$ cat config.mk
export PLATFORM = sky130hd
export DESIGN_NAME = expiry_timer_table_unit
export DESIGN_NICKNAME = d
export VERILOG_FILES = /design/src/design/ett_pkg.sv /design/src/design/ett_datapath.sv /design/src/design/ett_ctrl.sv /design/src/design/ett_lookahead.sv /design/src/design/expiry_timer_table_unit.sv
export SDC_FILE = /design/constraint.sdc
export NUM_CORES = 2
export LEC_CHECK = 0
export ABC_CLOCK_PERIOD_IN_PS = 10500
export BUFFER_PORTS_ARGS = -buffer_cell sky130_fd_sc_hd__buf_2
export CORE_UTILIZATION = 60
export DETAILED_ROUTE_END_ITERATION = 16
export PLACE_DENSITY = 0.76
export SYNTH_ARGS = -nofsm -noshare
export SYNTH_HDL_FRONTEND = slang
export SYNTH_HIERARCHICAL = 1
export SYNTH_SLANG_ARGS = --single-unit
$ cat constraint.sdc
create_clock -name clk -period 10.5 [get_ports clk]
set_clock_uncertainty 0.1 [all_clocks]
set_input_delay 1.05 -clock clk [delete_from_list [all_inputs] [get_ports clk]]
set_output_delay 1.05 -clock clk [all_outputs]
set_load 0.03 [all_outputs]
$ cat src/design/ett_pkg.sv
`default_nettype none
package ett_pkg;

	localparam int TIMER_SLOTS = 16;
	localparam int SLOT_W = $clog2(TIMER_SLOTS);
	localparam int TIME_W = 49;
	localparam logic [TIME_W-1:0] TIME_MAX = {TIME_W{1'b1}};
	localparam logic [9:0] MS_PER_SECOND = 10'd1000;
	localparam int MAX_RESULTS = 16;
	localparam int CNT_W = $clog2(MAX_RESULTS + 1);

	localparam logic [1:0] MODE_ADD = 2'd0;
	localparam logic [1:0] MODE_DEL = 2'd1;
	localparam logic [1:0] MODE_TICK = 2'd2;
	localparam logic [1:0] MODE_NOP = 2'd3;

	localparam logic [2:0] KIND_ADDED = 3'd0;
	localparam logic [2:0] KIND_FULL = 3'd1;
	localparam logic [2:0] KIND_DELETED = 3'd2;
	localparam logic [2:0] KIND_NOT_FOUND = 3'd3;
	localparam logic [2:0] KIND_FIRED = 3'd4;
	localparam logic [2:0] KIND_NONE = 3'd5;

	typedef struct packed {
		logic [1:0] mode;
		logic [47:0] amount;
		logic [47:0] now_ms;
		logic in_seconds;
		logic periodic;
		logic [31:0] timer_id;
	} in_item_t;

	typedef struct packed {
		logic [2:0] kind;
		logic [31:0] result_id;
		logic last;
	} out_item_t;

	// Commands from the controller to the datapath.
	typedef struct packed {
		logic load;       // capture the input item
		logic mul;        // form the delay product
		logic scan_clr;   // start a slot scan
		logic scan_step;  // examine one slot
		logic do_add;     // write the found free slot
		logic do_del;     // free the matched slot
		logic do_fire;    // fire the chosen slot
		logic clr_done;   // clear the per-tick fired marks
		logic emit;       // load the output register
		logic [2:0] kind;
		logic last;
	} ctl_cmd_t;

	// Status from the datapath to the controller.
	typedef struct packed {
		logic scan_end;
		logic found;
		logic out_busy;
		logic [1:0] mode;
	} dp_stat_t;

endpackage
`default_nettype wire

$ cat src/design/ett_datapath.sv
`default_nettype none
module ett_datapath (
	input wire logic clk,
	input wire logic arst_n,
	input wire ett_pkg::in_item_t in_item,
	input wire ett_pkg::ctl_cmd_t cmd,
	output ett_pkg::dp_stat_t stat,
	output ett_pkg::out_item_t out_item,
	output logic out_valid,
	input wire logic out_stall
);
	import ett_pkg::*;

	logic [TIMER_SLOTS-1:0] valid_q, done_q;
	logic [TIME_W-1:0] expiry_q [TIMER_SLOTS];
	logic [TIME_W-1:0] period_q [TIMER_SLOTS];
	logic [TIMER_SLOTS-1:0] repeat_q;
	logic [31:0] ident_q [TIMER_SLOTS];
	logic [31:0] order_q [TIMER_SLOTS];
	logic [31:0] next_ident_q, order_cnt_q;

	in_item_t item_q;
	logic [57:0] prod_q;
	logic [TIME_W-1:0] delay;
	logic [SLOT_W:0] idx_q;
	logic [SLOT_W-1:0] idx;
	logic [SLOT_W-1:0] best_q;
	logic found_q;
	logic [TIME_W-1:0] best_exp_q;
	logic [31:0] best_age_q;
	logic [31:0] age;
	logic cand;
	logic [TIME_W:0] sum_add, sum_fire;
	logic [TIME_W-1:0] exp_add, exp_fire;
	logic [31:0] out_id;

	assign idx = idx_q[SLOT_W-1:0];
	assign delay = (prod_q[57:TIME_W] != '0) ? TIME_MAX : prod_q[TIME_W-1:0];
	assign sum_add = {2'b00, item_q.now_ms} + {1'b0, delay};
	assign exp_add = sum_add[TIME_W] ? TIME_MAX : sum_add[TIME_W-1:0];
	assign sum_fire = {2'b00, item_q.amount} + {1'b0, period_q[best_q]};
	assign exp_fire = sum_fire[TIME_W] ? TIME_MAX : sum_fire[TIME_W-1:0];
	assign age = order_cnt_q - order_q[idx];

	// Candidate test for the slot under the scan pointer, per mode.
	always_comb begin
		cand = 1'b0;
		unique case (item_q.mode)
			MODE_ADD: cand = !valid_q[idx] && !found_q;
			MODE_DEL: cand = valid_q[idx] && !found_q && ident_q[idx] == item_q.timer_id;
			MODE_TICK: cand = valid_q[idx] && !done_q[idx]
				&& expiry_q[idx] <= {1'b0, item_q.amount}
				&& (!found_q || expiry_q[idx] < best_exp_q
					|| (expiry_q[idx] == best_exp_q && age > best_age_q));
			default: cand = 1'b0;
		endcase
	end

	assign stat.scan_end = idx_q == (SLOT_W + 1)'(TIMER_SLOTS - 1) && cmd.scan_step;
	assign stat.found = found_q;
	assign stat.out_busy = out_valid;
	assign stat.mode = item_q.mode;

	// Item capture, delay product and scan registers.
	always_ff @(posedge clk) begin
		if (cmd.load) item_q <= in_item;
		if (cmd.mul) prod_q <= item_q.in_seconds
			? {10'd0, item_q.amount} * {48'd0, MS_PER_SECOND}
			: {10'd0, item_q.amount};
		if (cmd.scan_step && cand) begin
			best_q <= idx;
			best_exp_q <= expiry_q[idx];
			best_age_q <= age;
		end
	end

	always_ff @(posedge clk or negedge arst_n) begin
		if (!arst_n) begin
			idx_q <= '0;
			found_q <= 1'b0;
		end else if (cmd.scan_clr) begin
			idx_q <= '0;
			found_q <= 1'b0;
		end else if (cmd.scan_step) begin
			idx_q <= idx_q + 1'b1;
			if (cand) found_q <= 1'b1;
		end
	end

	// Slot table writes.
	always_ff @(posedge clk) begin
		if (cmd.do_add) begin
			expiry_q[best_q] <= exp_add;
			period_q[best_q] <= delay;
			repeat_q[best_q] <= item_q.periodic;
			ident_q[best_q] <= next_ident_q;
			order_q[best_q] <= order_cnt_q;
		end else if (cmd.do_fire && repeat_q[best_q]) begin
			expiry_q[best_q] <= exp_fire;
			order_q[best_q] <= order_cnt_q;
		end
	end

	always_ff @(posedge clk or negedge arst_n) begin
		if (!arst_n) begin
			valid_q <= '0;
			done_q <= '0;
			next_ident_q <= '0;
			order_cnt_q <= '0;
		end else begin
			if (cmd.clr_done) done_q <= '0;
			if (cmd.do_add) begin
				valid_q[best_q] <= 1'b1;
				next_ident_q <= next_ident_q + 1'b1;
				order_cnt_q <= order_cnt_q + 1'b1;
			end
			if (cmd.do_del) valid_q[best_q] <= 1'b0;
			if (cmd.do_fire) begin
				done_q[best_q] <= 1'b1;
				if (repeat_q[best_q]) order_cnt_q <= order_cnt_q + 1'b1;
				else valid_q[best_q] <= 1'b0;
			end
		end
	end

	// Output register; the id comes from the command kind.
	always_comb begin
		case (cmd.kind)
			KIND_ADDED: out_id = next_ident_q;
			KIND_DELETED, KIND_NOT_FOUND: out_id = item_q.timer_id;
			KIND_FIRED: out_id = ident_q[best_q];
			default: out_id = '0;
		endcase
	end

	always_ff @(posedge clk) begin
		if (cmd.emit) begin
			out_item.kind <= cmd.kind;
			out_item.result_id <= out_id;
			out_item.last <= cmd.last;
		end
	end

	always_ff @(posedge clk or negedge arst_n) begin
		if (!arst_n) out_valid <= 1'b0;
		else if (cmd.emit) out_valid <= 1'b1;
		else if (!out_stall) out_valid <= 1'b0;
	end

endmodule
`default_nettype wire

$ cat src/design/ett_ctrl.sv
`default_nettype none
module ett_ctrl (
	input wire logic clk,
	input wire logic arst_n,
	input wire logic in_valid,
	output logic in_stall,
	input wire ett_pkg::dp_stat_t stat,
	output ett_pkg::ctl_cmd_t cmd
);
	import ett_pkg::*;

	localparam logic [2:0] ST_IDLE = 3'd0;
	localparam logic [2:0] ST_MUL = 3'd1;
	localparam logic [2:0] ST_SCAN = 3'd2;
	localparam logic [2:0] ST_ACT = 3'd3;
	localparam logic [2:0] ST_WAIT = 3'd4;

	logic [2:0] state_q, state_d;
	logic [CNT_W-1:0] fired_q;
	logic can_emit;

	assign can_emit = !stat.out_busy;
	assign in_stall = state_q != ST_IDLE;

	always_comb begin
		state_d = state_q;
		cmd = '0;
		unique case (state_q)
			ST_IDLE: begin
				cmd.load = in_valid;
				cmd.scan_clr = 1'b1;
				cmd.clr_done = 1'b1;
				if (in_valid) state_d = ST_MUL;
			end
			ST_MUL: begin
				cmd.mul = 1'b1;
				state_d = (stat.mode == MODE_NOP) ? ST_IDLE : ST_SCAN;
			end
			ST_SCAN: begin
				cmd.scan_step = 1'b1;
				if (stat.scan_end) state_d = ST_ACT;
			end
			ST_ACT: begin
				if (can_emit) begin
					cmd.emit = 1'b1;
					cmd.last = 1'b1;
					state_d = ST_IDLE;
					unique case (stat.mode)
						MODE_ADD: begin
							cmd.kind = stat.found ? KIND_ADDED : KIND_FULL;
							cmd.do_add = stat.found;
						end
						MODE_DEL: begin
							cmd.kind = stat.found ? KIND_DELETED : KIND_NOT_FOUND;
							cmd.do_del = stat.found;
						end
						default: begin
							if (stat.found && fired_q != CNT_W'(MAX_RESULTS)) begin
								cmd.kind = KIND_FIRED;
								cmd.do_fire = 1'b1;
								cmd.last = 1'b0;
								cmd.scan_clr = 1'b1;
								state_d = ST_WAIT;
							end else if (fired_q == '0) begin
								cmd.kind = KIND_NONE;
							end else begin
								// Closing marker: the look-ahead stage marks its held
								// fired result as the final one.
								cmd.kind = KIND_FIRED;
							end
						end
					endcase
				end
			end
			ST_WAIT: state_d = ST_SCAN;
			default: state_d = ST_IDLE;
		endcase
	end

	// State register and the count of timers fired by the current tick.
	always_ff @(posedge clk or negedge arst_n) begin
		if (!arst_n) begin
			state_q <= ST_IDLE;
			fired_q <= '0;
		end else begin
			state_q <= state_d;
			if (state_q == ST_IDLE) fired_q <= '0;
			else if (cmd.do_fire) fired_q <= fired_q + 1'b1;
		end
	end

endmodule
`default_nettype wire

$ cat src/design/ett_lookahead.sv
`default_nettype none
module ett_lookahead (
	input wire logic clk,
	input wire logic arst_n,
	input wire ett_pkg::out_item_t raw_item,
	input wire logic raw_valid,
	input wire logic raw_final,
	output logic raw_stall,
	output ett_pkg::out_item_t out_item,
	output logic out_valid,
	input wire logic out_stall
);
	import ett_pkg::*;

	// Holds one fired result until the next result or the tick end shows
	// whether it is the final one.
	out_item_t hold_q;
	logic hold_q_v;

	assign raw_stall = out_valid && out_stall;

	always_ff @(posedge clk or negedge arst_n) begin
		if (!arst_n) begin
			hold_q_v <= 1'b0;
			out_valid <= 1'b0;
		end else if (!raw_stall) begin
			out_valid <= 1'b0;
			if (raw_final) begin
				if (hold_q_v) begin
					out_valid <= 1'b1;
					hold_q_v <= 1'b0;
				end
			end else if (raw_valid) begin
				if (raw_item.kind == KIND_FIRED && !raw_item.last) begin
					if (hold_q_v) out_valid <= 1'b1;
					hold_q_v <= 1'b1;
				end else begin
					out_valid <= 1'b1;
				end
			end
		end
	end

	always_ff @(posedge clk) begin
		if (!raw_stall) begin
			if (raw_final) begin
				out_item <= '{kind: hold_q.kind, result_id: hold_q.result_id, last: 1'b1};
			end else if (raw_valid) begin
				if (raw_item.kind == KIND_FIRED && !raw_item.last) begin
					out_item <= hold_q;
					hold_q <= raw_item;
				end else begin
					out_item <= raw_item;
				end
			end
		end
	end

endmodule
`default_nettype wire

$ cat src/design/expiry_timer_table_unit.sv
`default_nettype none
// Table of TIMER_SLOTS one-shot or periodic timers with items add, delete and
// tick. Every add, delete or tick item is handled by linear scans of the slot
// table, one slot a cycle through a single compare unit; an unused mode code is
// dropped without a scan. An add or delete holds the input until its scan is
// done and its result is emitted; a tick holds it through one rescan per fired
// timer, and a stalled output holds it longer.
// A tick's fired results leave in expiry order, ties oldest first, and the
// final result of each item carries last; the newest fired result waits in a
// look-ahead stage until the next one or the end of the tick.
module expiry_timer_table_unit (
	input wire logic clk,
	input wire logic arst_n,
	input wire logic in_valid,
	output logic in_stall,
	input wire ett_pkg::in_item_t in_item,
	output logic out_valid,
	input wire logic out_stall,
	output ett_pkg::out_item_t out_item
);
	import ett_pkg::*;

	ctl_cmd_t cmd;
	dp_stat_t stat;
	out_item_t raw_item;
	logic raw_valid, raw_stall, raw_final;
	ctl_cmd_t cmd_g;

	// The datapath output register is taken by the look-ahead stage.
	ett_ctrl u_ctrl (
		.clk, .arst_n, .in_valid, .in_stall,
		.stat, .cmd
	);

	// A fired result flagged last is the tick's closing marker.
	assign raw_final = raw_valid && raw_item.kind == KIND_FIRED && raw_item.last;
	assign cmd_g = cmd;

	ett_datapath u_dp (
		.clk, .arst_n, .in_item, .cmd(cmd_g), .stat,
		.out_item(raw_item), .out_valid(raw_valid), .out_stall(raw_stall)
	);

	ett_lookahead u_la (
		.clk, .arst_n, .raw_item, .raw_valid, .raw_final, .raw_stall,
		.out_item, .out_valid, .out_stall
	);

endmodule
`default_nettype wire

* Yosys cells after proc, flatten, opt, wreduce, memory -nomap -nowiden
Memories as Yosys holds them, arrays and structs flattened. A register that Yosys moved wholly into a read port is not among the register bits.
Index checks and enable logic that the tools add are counted.
** Operators by class
- $add $sub $neg :: 7
- Muxes and demuxes :: 80
- Reduce and logical (&&, ||, !) cells :: 41
- Shift operators :: 0
- Order comparisons :: 6
- Equal/unequal tests :: 19
- Bitwise logic cells :: 10
- Div/mod/pow operators :: 0
- Multiply operators :: 1
** Operators with widths (count)
- $mux 49 :: 4
- $mux 32 :: 4
- $mux 36 :: 3
- $add 48x49->50 :: 2
- $mux 16 :: 6
- $pmux 32 s3 :: 1
- $add 32x1->32 const B :: 2
- $mul 48x7->55 const B :: 1
- $eq 49x49->1 :: 1
- $le 49x48->1 :: 1
- $lt 49x49->1 :: 1
- $mux 48 :: 1
- $mux 1 :: 36
- $and 16x16->16 :: 2
- $eq 32x32->1 :: 1
- $gt 32x32->1 :: 1
- $or 16x16->16 :: 2
- $sub 32x32->32 :: 1
- $mux 5 :: 6
- $mux 3 :: 7
- $bwmux 16 :: 1
- $logic_and 1x1->1 :: 16
- $not 16->16 :: 1
- $pmux 3 s5 :: 1
- 32 further kinds :: 62
** Storage, ports and cells
- Output and inout port bits :: 38
- Memory bits (read-only) :: 0
- Memories :: 4
- Register bits :: 512
- Memory bits (writable) :: 2592
- Bits in latches :: 0
- Input bits :: 136
- Logic and storage cells :: 201
** Memory list
- u_dp.expiry_q :: words 16, width 49, rd ports 1, clocked after Yosys merged registers in 0, write ports 1, line ett_datapath.sv:15 : logic [TIME_W-1:0] expiry_q [TIMER_SLOTS];
- u_dp.period_q :: words 16, width 49, rd ports 1, clocked after Yosys merged registers in 1, write ports 1, line ett_datapath.sv:16 : logic [TIME_W-1:0] period_q [TIMER_SLOTS];
- u_dp.ident_q :: words 16, width 32, rd ports 2, clocked after Yosys merged registers in 1, write ports 1, line ett_datapath.sv:18 : logic [31:0] ident_q [TIMER_SLOTS];
- u_dp.order_q :: words 16, width 32, rd ports 1, clocked after Yosys merged registers in 0, write ports 1, line ett_datapath.sv:19 : logic [31:0] order_q [TIMER_SLOTS];

* Depth between registers and ports, before layout
- Word-level depth :: 12
- Mapped depth :: 32
- Gate-level depth less buffers :: 26

* Hierarchy
Netlist, hierarchy kept.
** By module, submodules not included
- ett_datapath :: cells each 7361, times used 1, area an instance 136455.9 um^2, sequential area each 90311.6 um^2
- ett_lookahead :: cells each 131, times used 1, area an instance 2743.9 um^2, sequential area each 2212.1 um^2
- ett_ctrl :: cells each 62, times used 1, area an instance 598.1 um^2, sequential area each 200.2 um^2
- expiry_timer_table_unit :: cells each 2, times used 1, area an instance 12.5 um^2, sequential area each 0.0 um^2

* Worst setup path after synthesis
Ideal clock, no wire load.
- Path kind :: register to register
- From :: reg u_dp.idx_q[0]
- To :: reg with a tool-made name
- Buffers on the path :: 6
- Data required time :: 10272 ps
- Cell stages (with the launch flop) :: 30
- Clock period less this slack :: 8885 ps
- Arrival time :: 8657 ps
- Setup slack :: 1615 ps
- Library setup time :: 128 ps
- Path through :: dfrtp_1 -> buf_4 -> buf_4 -> buf_4 -> buf_4 -> buf_2 -> buf_2 -> mux4_2 -> mux4_2 -> ha_1 -> nand2b_1 -> a21oi_1 -> o21ai_0 -> a211o_1 -> a31o_2 -> a21oi_1 -> nor4_1 -> o31ai_1 -> a21bo_2 -> a21oi_1 -> xnor2_1 -> ha_1 -> nand4_1 -> nor2_1 -> nand3_1 -> o21ai_0 -> o41ai_1 -> a32oi_1 -> o22ai_2 -> mux2_1
** RTL lines
- start: declaration :: line ett_datapath.sv:25 : logic [SLOT_W:0] idx_q;
- start signal: assignment :: line ett_datapath.sv:85 : idx_q <= idx_q + 1'b1;

==> run summary <==
The flow ran to the end, and the final reports show no timing, DRC or antenna violations. The power per cell area is 271.5 mW/mm^2. The initial core utilization came out at 0.6058. Summed over all failing endpoints, the final setup total negative slack is 0 ns. The buffer levels on the longest clock path came out at 4.

In this run the static leakage power is 47.51 nW. Yosys attributes the largest share of cell area to edfxtp_1, mux4_2, ha_1. The highest ir drop seen on vdd is 369.1 uV. The number of levels in the clock H-tree is 5.

The number of cell rows is 176. The final setup violation count came out at 0. The residual antenna-violating net count after detailed routing came out at 0. The post-detailed-placement half-perimeter wirelength came out at 211.5 mm. The sequential cell area fraction in the yosys report is 0.6632. The clock latency on the worst-skew pair came out at 0.96 ns. STA puts the critical path data required time at 11.22 ns. The proportion of synthesized flip-flops having asynchronous set or reset came out at 0.03636.

The region available for standard cell placement spans 0.2308 sq mm. Global routing finished with a remaining overflow of 0. The post-detailed-route DRC marker count came out at 0. Setup repair after global routing left no endpoint under its margin.

The share of cells above drive strength 1 came out at 0.2389. The final routed wirelength across all metal layers came out at 364.0 mm. The final period demand of the worst path came out at 7.893 ns. The die boundary height came out at 484.7 um. The class of the most critical hold timing path is in2reg.

The worst hold-check slack is 0.1561 ns. The horizontal die dimension came out at 484.7 um. Each instance of the synthesized netlist takes up on average 18.50 sq um. The global-route wire length before repair is 528.5 mm. The number of instances resized during post-cts repair came out at 0.

After the first detailed-routing iteration, the DRC count stood at 10056. The area added between synthesis and finish came out at 10.78%. The length of the first detailed-routing pass in iterations came out at 8.

Across every metal layer, demand over resource in global routing totals 0.3126. The commonest cells after synthesis are edfxtp_1, mux4_2, inv_1, ha_1, a21oi_1. Of the available clock period, the critical path in the final layout requires 0.7517. The tightest slew margin relative to the limit came out at 0.1737. The final net count is 8568. The worst setup path is captured at a flip-flop. The total number of vias is 76687. The synthesized flop and latch total came out at 3108. The non-filler instance count after layout is 11144.

During placement, the flow inserted port buffers numbering 173. The hold violation total from the final report is 0. The data arrival time of the critical path came out at 8.61 ns. The cell that appears most often on the critical path is o21ai_0. In the synthesized netlist the dominant register cell turns out to be edfxtp_1. The number of antenna violations at the first check in global routing came out at 8. The type of the setup path with the least slack is reg2reg. The synthesized design contains 2991 enable-type register cells. The delay of the slowest cell on the worst path came out at 0.96 ns.

After routing the design area is 0.1549 sq mm. The maximum clock rate came out at 0.1267 GHz. The cell area that synthesis handed to floorplanning was 0.1398 sq mm.

The transition at the pin with the smallest max-transition slack came out at 1.237 ns. The clock sink count came out at 3108. The total CTS buffers came out at 327.

The max capacitance violation total is 0. Synthesis produced a netlist with a net count of 8256. The kind of start point of the critical path is a flip-flop. In this run the clock root is driven by a clkbuf_16.

The final design utilization is 0.6711. The number of top-level pins came out at 174. The congestion estimate from routability-driven global placement came to 0.9639. The number of global-route vias before repair is 77116. TritonCTS built the clock tree. The number of pins with negative max-slew slack in the final report is 0. The worst-path maximum fanout is 90. In the routed layout, each cell is associated on average with a via count of 6.881. The detail-routed net length per standard cell came out at 32.66 um. The count of mapped cells out of synthesis is 7556. For this run, the number of Yosys warnings is 6.

The die covers 0.2350 sq mm. The number of unique standard cell types used by synthesis is 106. The share of synthesized area in the top cell type comes to 0.6424. The synthesized design spends more area on one cell type than any other, namely edfxtp_1. The placed instances occupy a cell area of 0.1444 sq mm. edfxtp_1 is the most common cell in the netlist. The slowest stage of the critical path is the dfrtp_4 cell.

The instance count after placement with tap cells included came out at 10564. After clock tree synthesis, the clock-pin slew on the worst setup and hold paths is 0.06 ns. The maximum number of pins on one net before global-route repair came out at 151.
final cells by class:
cell class,instances,area [sq um]
Fill cell,14595,75910
Timing Repair Buffer,305,2001
Clock buffer,417,8787
Inverter,487,1837
Clock inverter,156,1668
Multi-Input combinational cell,3639,44030
Sequential cell,3108,92750
Antenna cell,6,15.01
Tap cell,3026,3786
per-layer routing:
metal,track usage,share of wire,vias up,routed length [um]
met5,0.002858,0.00021,-,76
met4,0.1126,0.038,2,13920
met3,0.05537,0.11,762,38610
met2,0.4907,0.48,4986,174200
met1,0.4462,0.38,39919,137200
li1,-,-,31018,-
worst paths after layout:
check,slack (ns),start,to,depth (start not counted)
max in group asynchronous,8.19,arst_n,u_dp/idx_q[0],3
min in group asynchronous,0.57,arst_n,u_dp/next_ident_q[11],2
min reg2reg,0.34,u_dp/out_item[32],u_la/hold_q[32],0
min,0.16,in_item[111],u_dp/item_q[111],1
max,2.61,u_dp/idx_q[0],flip-flop,26
max reg2reg,2.61,u_dp/idx_q[0],flip-flop,26
state kept, by name, indices dropped and copies added, names as in the netlist, 2 cells and up, named ones only:
| signal | cells |
|---|---|
| u_dp/out_item | 36 |
| u_dp/done_q | 16 |
| u_dp/order_cnt_q | 32 |
| u_dp/stat | 2 |
| u_dp/ident_q | 512 |
| u_ctrl/fired_q | 5 |
| u_la/hold_q | 36 |
| u_dp/period_q | 784 |
| u_dp/item_q | 130 |
| u_dp/valid_q | 16 |
| u_dp/best_q | 4 |
| u_la/out_item | 36 |
| u_dp/best_age_q | 32 |
| u_dp/next_ident_q | 32 |
| u_dp/repeat_q | 16 |
| u_dp/expiry_q | 784 |
| u_ctrl/state_q | 3 |
| u_dp/idx_q | 5 |
| u_dp/best_exp_q | 49 |
| u_dp/prod_q | 58 |
| u_dp/order_q | 512 |
cells in the final DEF, fill, tap and decap left out, types with 162 or more instances in the layout:
cell type,instances
a21oi_1,223
nor2_1,172
nand2_1,206
inv_1,483
o21ai_0,207
xnor2_1,162
buf_2,173
ha_1,379
edfxtp_1,2991
clkbuf_16,332
mux4_2,961
fa_1,185
metrics by stage:
stage	total power, mW	worst slack, ns
finish	42.05	2.607
global route	44.14	1.964
CTS	41.98	2.571
detailed placement	30.54	2.655
global placement	30.27	2.411
floorplan	26.64	1.615
cell families after synthesis:
| family | count (synthesis) | synth area share |
|---|---|---|
| mux | 1050 | 0.1616 |
| flops | 3108 | 0.6632 |
| fa+ha+maj | 564 | 0.06041 |
| xor+xnor | 248 | 0.01554 |
| compound gates | 923 | 0.04476 |
| simple gates | 854 | 0.03113 |
| buf+inv | 809 | 0.02338 |
critical path, delay by kind of cell, from the launching register on:
family	cells	cell delay [ns]
flops	1	0.96
fa+ha+maj	2	0.56
buf+inv	3	0.89
simple gates	4	0.58
mux	3	1.42
xor+xnor	1	0.18
compound gates	13	2.94
where the power goes:
| group | switching, mW | internal, mW | total [mW] | leakage (nW) |
|---|---|---|---|---|
| logic | 9.13 | 6.55 | 15.7 | 17.8 |
| registers | 0.499 | 14.5 | 15.0 | 24.6 |
| clock network | 4.70 | 6.72 | 11.4 | 5.08 |
what timing repair did:
action | 4_1_cts | 5_1_grt
hold buffers | 1 | 0
buffers inserted | 0 | 0
hold endpoints to repair | 47 | 0
Note: power is estimated with default switching activity, not from simulation.
